File: src/design/base36_vigenere_cipher_macros.svh
// ----------------------------------------------------------------------------
// Assertion macros for the base-36 Vigenere cipher
// Concurrent checks clocked on i_clk and held off while i_rst_n is low.
// ----------------------------------------------------------------------------
`ifndef BASE36_VIGENERE_CIPHER_MACROS_SVH
`define BASE36_VIGENERE_CIPHER_MACROS_SVH

// Checks a property on every rising edge outside reset.
`define B36_ASSERT(label, prop, msg) \
    label: assert property (@(posedge i_clk) disable iff (!i_rst_n) (prop)) else $error(msg);

// Checks that a condition is followed by a consequence in the cycle after it.
`define B36_ASSERT_NEXT(label, pre, post, msg) \
    label: assert property (@(posedge i_clk) disable iff (!i_rst_n) \
        (pre) |=> (post)) else $error(msg);

`endif

File: src/design/b36vig_pkg.sv
// ----------------------------------------------------------------------------
// Base-36 Vigenere cipher package
// Character constants, register indexes and the base-36 digit mapping.
// ----------------------------------------------------------------------------
`timescale 1ns / 1ps

package b36vig_pkg;

    localparam int unsigned CFG_DATA_W = 64;
    localparam int unsigned CFG_IDX_W  = 2;
    localparam int unsigned LEN_W      = 4;
    localparam int unsigned DIGIT_W    = 6;

    typedef enum logic [CFG_IDX_W-1:0] {
        CFG_KEY_CHARS = 2'd0,
        CFG_KEY_LEN   = 2'd1,
        CFG_DIRECTION = 2'd2
    } t_cfg_idx;

    localparam logic DIR_ENCRYPT = 1'b0;
    localparam logic DIR_DECRYPT = 1'b1;

    localparam logic [6:0] BASE36       = 7'd36;
    localparam logic [7:0] CHAR_ZERO    = 8'h30;  // '0'
    localparam logic [7:0] CHAR_NINE    = 8'h39;  // '9'
    localparam logic [7:0] CHAR_UP_A    = 8'h41;  // 'A'
    localparam logic [7:0] CHAR_UP_Z    = 8'h5A;  // 'Z'
    localparam logic [7:0] CHAR_LO_A    = 8'h61;  // 'a'
    localparam logic [7:0] CHAR_LO_Z    = 8'h7A;  // 'z'
    localparam logic [7:0] CASE_GAP     = 8'h20;
    localparam logic [7:0] UPPER_OFFSET = 8'd55;  // 'A' - 10
    localparam logic [7:0] LOWER_OFFSET = 8'd87;  // 'a' - 10

    function automatic logic [7:0] fold_upper(input logic [7:0] c);
        if (c >= CHAR_LO_A && c <= CHAR_LO_Z) begin
            return c - CASE_GAP;
        end
        return c;
    endfunction

    function automatic logic is_digit(input logic [7:0] c);
        return (c >= CHAR_ZERO) && (c <= CHAR_NINE);
    endfunction

    function automatic logic is_upper(input logic [7:0] c);
        return (c >= CHAR_UP_A) && (c <= CHAR_UP_Z);
    endfunction

    // Maps a folded character to 0..35; anything else counts as zero.
    function automatic logic [DIGIT_W-1:0] to_digit36(input logic [7:0] c);
        logic [7:0] v;
        v = 8'd0;
        if (is_digit(c)) begin
            v = c - CHAR_ZERO;
        end else if (is_upper(c)) begin
            v = c - UPPER_OFFSET;
        end
        return v[DIGIT_W-1:0];
    endfunction

endpackage

File: src/design/base36_vigenere_cipher.sv
// An accepted input word passes the input register, then the result register.
// Throughput: one word per cycle; the input register and the result register
// each hold one word, so input stall rises only when both are full and the
// output is stalled. Reset is synchronous and active low: it empties both
// stages, clears the key position and sets key 0, length 1 and encryption.
// ----------------------------------------------------------------------------
// Base-36 Vigenere cipher
// Shifts alphanumeric characters by a repeating key modulo 36 and passes
// all other characters through, one word per cycle while the output does not stall.
// ----------------------------------------------------------------------------
`timescale 1ns / 1ps
`include "base36_vigenere_cipher_macros.svh"

module base36_vigenere_cipher #(
    parameter int KEY_CHARS = 8
) (
    input  logic                                i_clk,
    input  logic                                i_rst_n,
    input  logic                                i_cfg_we,
    input  logic [b36vig_pkg::CFG_IDX_W-1:0]    i_cfg_index,
    input  logic [b36vig_pkg::CFG_DATA_W-1:0]   i_cfg_data,
    input  logic                                i_in_valid,
    output logic                                o_in_stall,
    input  logic [7:0]                          i_in_char,
    input  logic                                i_string_start,
    output logic                                o_out_valid,
    input  logic                                i_out_stall,
    output logic [7:0]                          o_out_char
);
    import b36vig_pkg::*;

    localparam int POS_W = (KEY_CHARS > 1) ? $clog2(KEY_CHARS) : 1;
    localparam logic [LEN_W-1:0] LEN_MAX = LEN_W'(KEY_CHARS);

    logic [7:0]       r_key [KEY_CHARS];
    logic [LEN_W-1:0] r_key_len;
    logic             r_direction;
    logic [POS_W-1:0] r_key_pos;

    logic             r_s1_valid;
    logic [7:0]       r_s1_char;
    logic [POS_W-1:0] r_s1_pos;
    logic             r_out_valid;
    logic [7:0]       r_out_char;

    logic             in_accept;
    logic             s1_move;
    logic [LEN_W-1:0] eff_len;
    logic [POS_W-1:0] pos_raw;
    logic [POS_W-1:0] pos_use;
    logic [POS_W-1:0] n_key_pos;
    logic             n_s1_valid;
    logic             n_out_valid;

    logic [7:0]         data_fold;
    logic               data_alnum;
    logic [DIGIT_W-1:0] key_val;
    logic [DIGIT_W-1:0] data_val;
    logic [6:0]         sum_raw;
    logic [6:0]         sum_mod;
    logic [7:0]         n_out_char;

    // Configuration writes
    always_ff @(posedge i_clk) begin
        if (!i_rst_n) begin
            for (int i = 0; i < KEY_CHARS; i++) begin
                r_key[i] <= 8'd0;
            end
            r_key_len   <= LEN_W'(1);
            r_direction <= DIR_ENCRYPT;
        end else if (i_cfg_we) begin
            case (t_cfg_idx'(i_cfg_index))
                CFG_KEY_CHARS: begin
                    for (int i = 0; i < KEY_CHARS; i++) begin
                        r_key[i] <= i_cfg_data[8*i +: 8];
                    end
                end
                CFG_KEY_LEN:   r_key_len   <= i_cfg_data[LEN_W-1:0];
                CFG_DIRECTION: r_direction <= i_cfg_data[0];
                default: ;
            endcase
        end
    end

    // Handshake: the input register moves on whenever the result register
    // is empty or is being taken.
    assign s1_move    = !r_out_valid || !i_out_stall;
    assign o_in_stall = r_s1_valid && !s1_move;
    assign in_accept  = i_in_valid && !o_in_stall;

    // Key position: a length of zero acts as one, and a length above the key
    // width is clamped to it.
    always_comb begin
        if (r_key_len == '0) begin
            eff_len = LEN_W'(1);
        end else if (r_key_len > LEN_MAX) begin
            eff_len = LEN_MAX;
        end else begin
            eff_len = r_key_len;
        end
        pos_raw = i_string_start ? '0 : r_key_pos;
        pos_use = (LEN_W'(pos_raw) >= eff_len) ? '0 : pos_raw;
        n_key_pos = ((LEN_W'(pos_use) + LEN_W'(1)) >= eff_len) ? '0 :
                    POS_W'(pos_use + 1'b1);
    end

    always_ff @(posedge i_clk) begin
        if (!i_rst_n) begin
            r_key_pos <= '0;
        end else if (in_accept) begin
            r_key_pos <= n_key_pos;
        end
    end

    // Input register
    assign n_s1_valid = in_accept ? 1'b1 : (s1_move ? 1'b0 : r_s1_valid);

    always_ff @(posedge i_clk) begin
        if (!i_rst_n) begin
            r_s1_valid <= 1'b0;
        end else begin
            r_s1_valid <= n_s1_valid;
        end
    end

    always_ff @(posedge i_clk) begin
        if (in_accept) begin
            r_s1_char <= i_in_char;
            r_s1_pos  <= pos_use;
        end
    end

    // Base-36 shift of the registered character
    always_comb begin
        data_fold  = fold_upper(r_s1_char);
        data_alnum = is_digit(data_fold) || is_upper(data_fold);
        key_val    = to_digit36(fold_upper(r_key[r_s1_pos]));
        data_val   = to_digit36(data_fold);
        if (r_direction == DIR_DECRYPT) begin
            sum_raw = 7'(data_val) + BASE36 - 7'(key_val);
        end else begin
            sum_raw = 7'(data_val) + 7'(key_val);
        end
        sum_mod = (sum_raw >= BASE36) ? sum_raw - BASE36 : sum_raw;
        if (!data_alnum) begin
            n_out_char = r_s1_char;
        end else if (sum_mod < 7'd10) begin
            n_out_char = 8'(sum_mod) + CHAR_ZERO;
        end else if (r_direction == DIR_DECRYPT) begin
            n_out_char = 8'(sum_mod) + LOWER_OFFSET;
        end else begin
            n_out_char = 8'(sum_mod) + UPPER_OFFSET;
        end
    end

    // Result register
    assign n_out_valid = s1_move ? r_s1_valid : r_out_valid;

    always_ff @(posedge i_clk) begin
        if (!i_rst_n) begin
            r_out_valid <= 1'b0;
        end else begin
            r_out_valid <= n_out_valid;
        end
    end

    always_ff @(posedge i_clk) begin
        if (s1_move && r_s1_valid) begin
            r_out_char <= n_out_char;
        end
    end

    assign o_out_valid = r_out_valid;
    assign o_out_char  = r_out_char;

    `B36_ASSERT(a_stall_only_when_full, !o_in_stall || (r_s1_valid && r_out_valid),
        "input stalled while a stage is free")
    `B36_ASSERT_NEXT(a_word_advances, r_s1_valid && s1_move, r_out_valid,
        "word lost between input and result register")
    `B36_ASSERT_NEXT(a_start_single_key,
        in_accept && i_string_start && (eff_len == LEN_W'(1)), r_key_pos == '0,
        "key position not restarted")
    `B36_ASSERT_NEXT(a_held_result, r_out_valid && i_out_stall,
        r_out_valid && $stable(r_out_char), "stalled result changed")

endmodule

File: config.mk
export PLATFORM = sky130hd
export DESIGN_NAME = base36_vigenere_cipher
export DESIGN_NICKNAME = d
export VERILOG_FILES = /design/src/design/b36vig_pkg.sv /design/src/design/base36_vigenere_cipher.sv
export VERILOG_INCLUDE_DIRS = /design/src /design/src/design
export SDC_FILE = /design/constraint.sdc
export NUM_CORES = 1
export LEC_CHECK = 0
export ABC_AREA = 1
export BUFFER_PORTS_ARGS = -buffer_cell sky130_fd_sc_hd__buf_2
export CAP_MARGIN = 20
export CORE_UTILIZATION = 53
export DETAILED_ROUTE_END_ITERATION = 12
export PLACE_DENSITY = 0.78
export SYNTH_ARGS = -nofsm -noshare
export SYNTH_HDL_FRONTEND = slang
export SYNTH_SLANG_ARGS = --single-unit
File: constraint.sdc
create_clock -name i_clk -period 5.4 [get_ports i_clk]
set_input_delay 0 -clock i_clk [delete_from_list [all_inputs] [get_ports i_clk]]
set_output_delay 0 -clock i_clk [all_outputs]
set_load 0.05 [all_outputs]
# --- After elaboration in Yosys (flattened, before gate mapping) ---
# Memories as Yosys holds them, arrays and structs flattened. A register that Yosys moved wholly into a read port is not among the register bits.
# Cells that the tools add are included.
word_totals:
  regBits: 29
  ramBits: 64
  input_bits: 80
  out_inout_bits: 10
  mem_count: 1
memory_table:
  columns: ["memory", "words", "word_bits", "rd", "rd_clocked_by_memory_dff", "wr", "line_no", "source"]
  rows:
  - ["r_key", 8, 8, 1, 1, 8, "base36_vigenere_cipher.sv:35", "logic [7:0] r_key [KEY_CHARS];"]
op_classes:
  add_sub_neg: 15
  magnitude_cmp: 17
  n_eq_ne: 2
  n_mux: 36
  n_bitwise: 8
  reduce_logical: 20
ops:
  columns: ["operator", "n"]
  rows:
  - ["2-to-1 mux 8 bit", 15]
  - [">= comparator 8 x 7 -> 1 bit, second input constant", 4]
  - ["<= comparator 8 x 7 -> 1 bit, second input constant", 4]
  - ["2-to-1 mux 6 bit", 4]
  - ["subtractor 6 bit, second input constant", 4]
  - ["adder 7 x 6 -> 8 bit, second input constant", 2]
  - [">= comparator 8 x 6 -> 1 bit, second input constant", 2]
  - ["<= comparator 8 x 6 -> 1 bit, second input constant", 2]
  - ["subtractor 8 x 6 -> 8 bit, second input constant", 2]
  - ["2-to-1 mux 7 bit", 2]
  - ["2-to-1 mux 3 bit", 4]
  - ["logical AND 1 bit", 9]
  - ["2-to-1 mux 1 bit", 9]
  - ["adder 7 x 7 -> 8 bit, second input constant", 1]
  - ["2-to-1 mux 4 bit", 2]
  - ["OR 1 bit", 8]
  - ["adder 6 x 6 -> 7 bit", 1]
  - ["adder 6 x 6 -> 7 bit, second input constant", 1]
  - [">= comparator 7 x 6 -> 1 bit, second input constant", 1]
  - ["less-than comparator 7 x 4 -> 1 bit, second input constant", 1]
  - ["subtractor 7 x 6 -> 7 bit", 1]
  - ["subtractor 7 x 6 -> 7 bit, second input constant", 1]
  - ["adder 3 x 1 -> 4 bit, second input constant", 1]
  - [">= comparator 3 x 4 -> 1 bit", 1]
  - ["11 further kinds", 16]

# --- Logic depth before layout (Yosys ltp) ---
logic_depth:
  depth_word: 17
  depth_mapped: 44
  mapped_depth_nobuf: 43

# --- Worst setup path after synthesis ---
# No wires, ideal clock.
synth_path:
  path_type: "input-to-reg"
  start: "in i_cfg_we"
  end: "mem r_key[0][0] (enable)"
  arrival_ps: 4766
  t_required_ps: 4818
  path_slack_ps: 53
  stages: 2
  path_cell_list: "inv_1 > o31ai_1"
synth_lines:
  columns: ["element", "line_no", "source"]
  rows:
  - ["start: declaration", "base36_vigenere_cipher.sv:19", "input logic i_cfg_we,"]
  - ["end: declaration", "base36_vigenere_cipher.sv:35", null]

==> metrics.txt <==
status=complete, but fails checks; violated checks=negative setup slack; crit path DAT=5.54 ns; hpwl dp=10.1 mm; Gate power share=0.344; max_slew headroom=0.344; RSZ-0062 raised after global routing=yes; r2r endpoint=o_out_char[7]; clk sinks=96; share of cells above drive strength 1=0.264; WL met1=7.13 mm; Post-synth EDFFs=83; vias in the first global route=5,722; Antenna Nets Post-Route=0; Switching Share=0.346; most frequent CP cell=inv_2; count leader, synth=inv_1; register area share after synthesis=0.443; type of the worst min-delay path=in2reg; Max VDD drop=215 uV; CTS Buf Count=9; Initial DRT Pass Iterations=7; Crit Path Max Fanout=5; max incr delay on CP=0.41 ns; Peak Freq=184 MHz; Mapped Nets=912; PnR worst setup slack=-0.0232 ns; filler instances=710; Syn-to-layout area delta=38.2%; WL met3=1.27 mm; ranking of synthesized cells by area=edfxtp_1, ha_1, inv_1; CP Launch Type=flop; Wirelength per Cell=16.5 um; n_diodes=0; LEAKAGE=4.09 nW; ys flop type=edfxtp_1; Core ar.=11,400 um^2; fin. max-slew vios=0; htree depth=3; clock slew at reported path FFs=0.07 ns; pwr/cell area=267 nW/um^2; CP delay by family, top=adder cells; die area=12,200 um^2; setup_tns=-0.0372 ns; commonest cells in the synthesized netlist=inv_1, nand2_1, nor2_1; Vias per Instance=5.53; flops & latches, synth=96; worst skew pair latency=0.35 ns; met2 wire len=9.70 mm; r2r worst-path depth=39; R2R Setup Slk=-0.02 ns; DRC viols=0; critical path required time=5.52 ns; Yosys top cell area share=0.401; die width=110 um; initial antenna violation count=0; First DRT Iteration DRCs=634; share of power burned in registers=0.387; Final #Nets=1,115; Site Rows=39; post-layout util=0.752; CP Capture Type=flop; Synth Cell Area=6210 um^2; Max Cap Viol=0; worst clock skew=0.00488 ns; worst-margin pin slew=0.983 ns; Overall Global Routing Usage=0.272; Buf/Inv on CP=9; syn_area_per_cell=7.93 um^2; Total Wirelength=18.7 mm; Placer Congestion=0.908; Root Buffer=clkbuf_16; Fin. Hold Viols=0; global-route wire length before repair=25.2 mm; pre-CTS setup slack=-0.0765 ns; Synth area leader=edfxtp_1; fin crit share=1.00; CP max stage cell=dfxtp_4; Buffers on Ports=89; Synth cell types=42; Via Count=6,279; Clock Tree Buf Depth=2; cell count after synthesis=784; critical path class=reg2reg; Switch Pwr=794 uW; critical path depth=39; CTS tree=built; effective utilization at floorplan=0.544; ys async rst share=0; internal power=1.50 mW; Die H=110 um; clock group share of total power=0.270; Setup crit end=o_out_char[7]; # IOs=90; endpoints failing setup=3; Yosys warning count=0; post-layout min period=5.42 ns; max layer used=met4; gr ovfl total=0; pin count of the biggest net entering global routing=65
[registers in the layout (all words and copies together), names as in the netlist, named ones only]
register and flops:
o_out_valid 1, o_out_char 8, r_s1_char 8, r_key_pos 3, r_s1_pos 3, r_key_len 4, r_direction 1, r_key 64
r_s1_valid 1
[stage by stage]
stage          std cells  area (um^2)  hold WS (ns)  total power [mW]
2_1_floorplan        784         6210        0.0989              1.30
3_3_place_gp        1017         6910         0.177              1.43
3_5_place_dp        1017         6910         0.178              1.45
4_1_cts             1105         7940       0.00935              2.09
5_1_grt             1135         8590        0.0294              2.40
6_report            1135         8590        0.0167              2.30
[power by group through the flow]
stage / Sequential [mW] / Combinational (mW) / Clock [mW]
global placement: 0.898 / 0.535 / 0
detailed placement: 0.899 / 0.549 / 0
finish: 0.888 / 0.790 / 0.620
floorplan: 0.915 / 0.385 / 0
CTS: 0.884 / 0.597 / 0.610
global route: 0.891 / 0.862 / 0.649
[worst min path at each step]
stage | start | to | slack (ns) | cells after the start
2_1_floorplan | i_in_char[0] | r_s1_char[0] | 0.1 | 0
3_3_place_gp | i_in_char[3] | r_s1_char[3] | 0.18 | 1
3_5_place_dp | i_in_char[4] | r_s1_char[4] | 0.18 | 1
4_1_cts | i_cfg_data[9] | r_key[1][1] | 0.009 | 3
5_1_grt | i_cfg_data[9] | r_key[1][1] | 0.03 | 3
6_report | i_cfg_data[28] | r_key[3][4] | 0.02 | 3
[logic make-up after synthesis]
group           count (synthesis)  share of synthesized area
simple gates                  329                      0.219
xor+xnor                        4                    0.00564
buf+inv                       178                      0.113
compound gates                129                      0.120
flops                          96                      0.443
fa+ha+maj                      48                     0.0991
[layout make-up]
cell class                      instances  area [um^2]  share of cell area
Multi-Input combinational cell        510         3160               0.368
Sequential cell                        96         2760               0.321
Timing Repair Buffer                  213         1600               0.187
Inverter                              157          604              0.0704
Clock buffer                           10          229              0.0267
Tap cell                              143          179              0.0208
Clock inverter                          6         51.3             0.00597
[worst min-delay path, cell delays in order]
cell,delay [ns]
buf_2,0.07
inv_1,0.05
nor2_1,0.12
[cells in the final DEF (no fill, tap or decap), drive strengths merged, types with 2 or more instances in the layout]
cell type    instances
ha                  46
nand3               46
nand2              145
fa                   2
or2                  2
dlygate4sd3         71
clkinvlp             3
edfxtp              83
nor4                 2
xor2                 4
o211ai               2
buf                142
nor2               122
o21ai               75
nand4                4
o22ai               13
a21oi               31
dfxtp               13
clkbuf              10
nor3                 8
clkinv               2
inv                158
o31ai                2
[per-layer routing]
layer / global-route usage / vias to the layer above
met5: 0 / -
met4: 0.102 / 0
met3: 0.0517 / 65
met2: 0.488 / 338
met1: 0.321 / 2933
li1: - / 2943
[timing repair]
item,4_1_cts,5_1_grt
pin swaps,2,44
hold buffers,71,0
hold endpoints to repair,74,0
resized for setup,10,111
setup endpoints to repair,8,8
cloned,0,1
setup buffers,1,29
(Power assumes the default switching activity.)
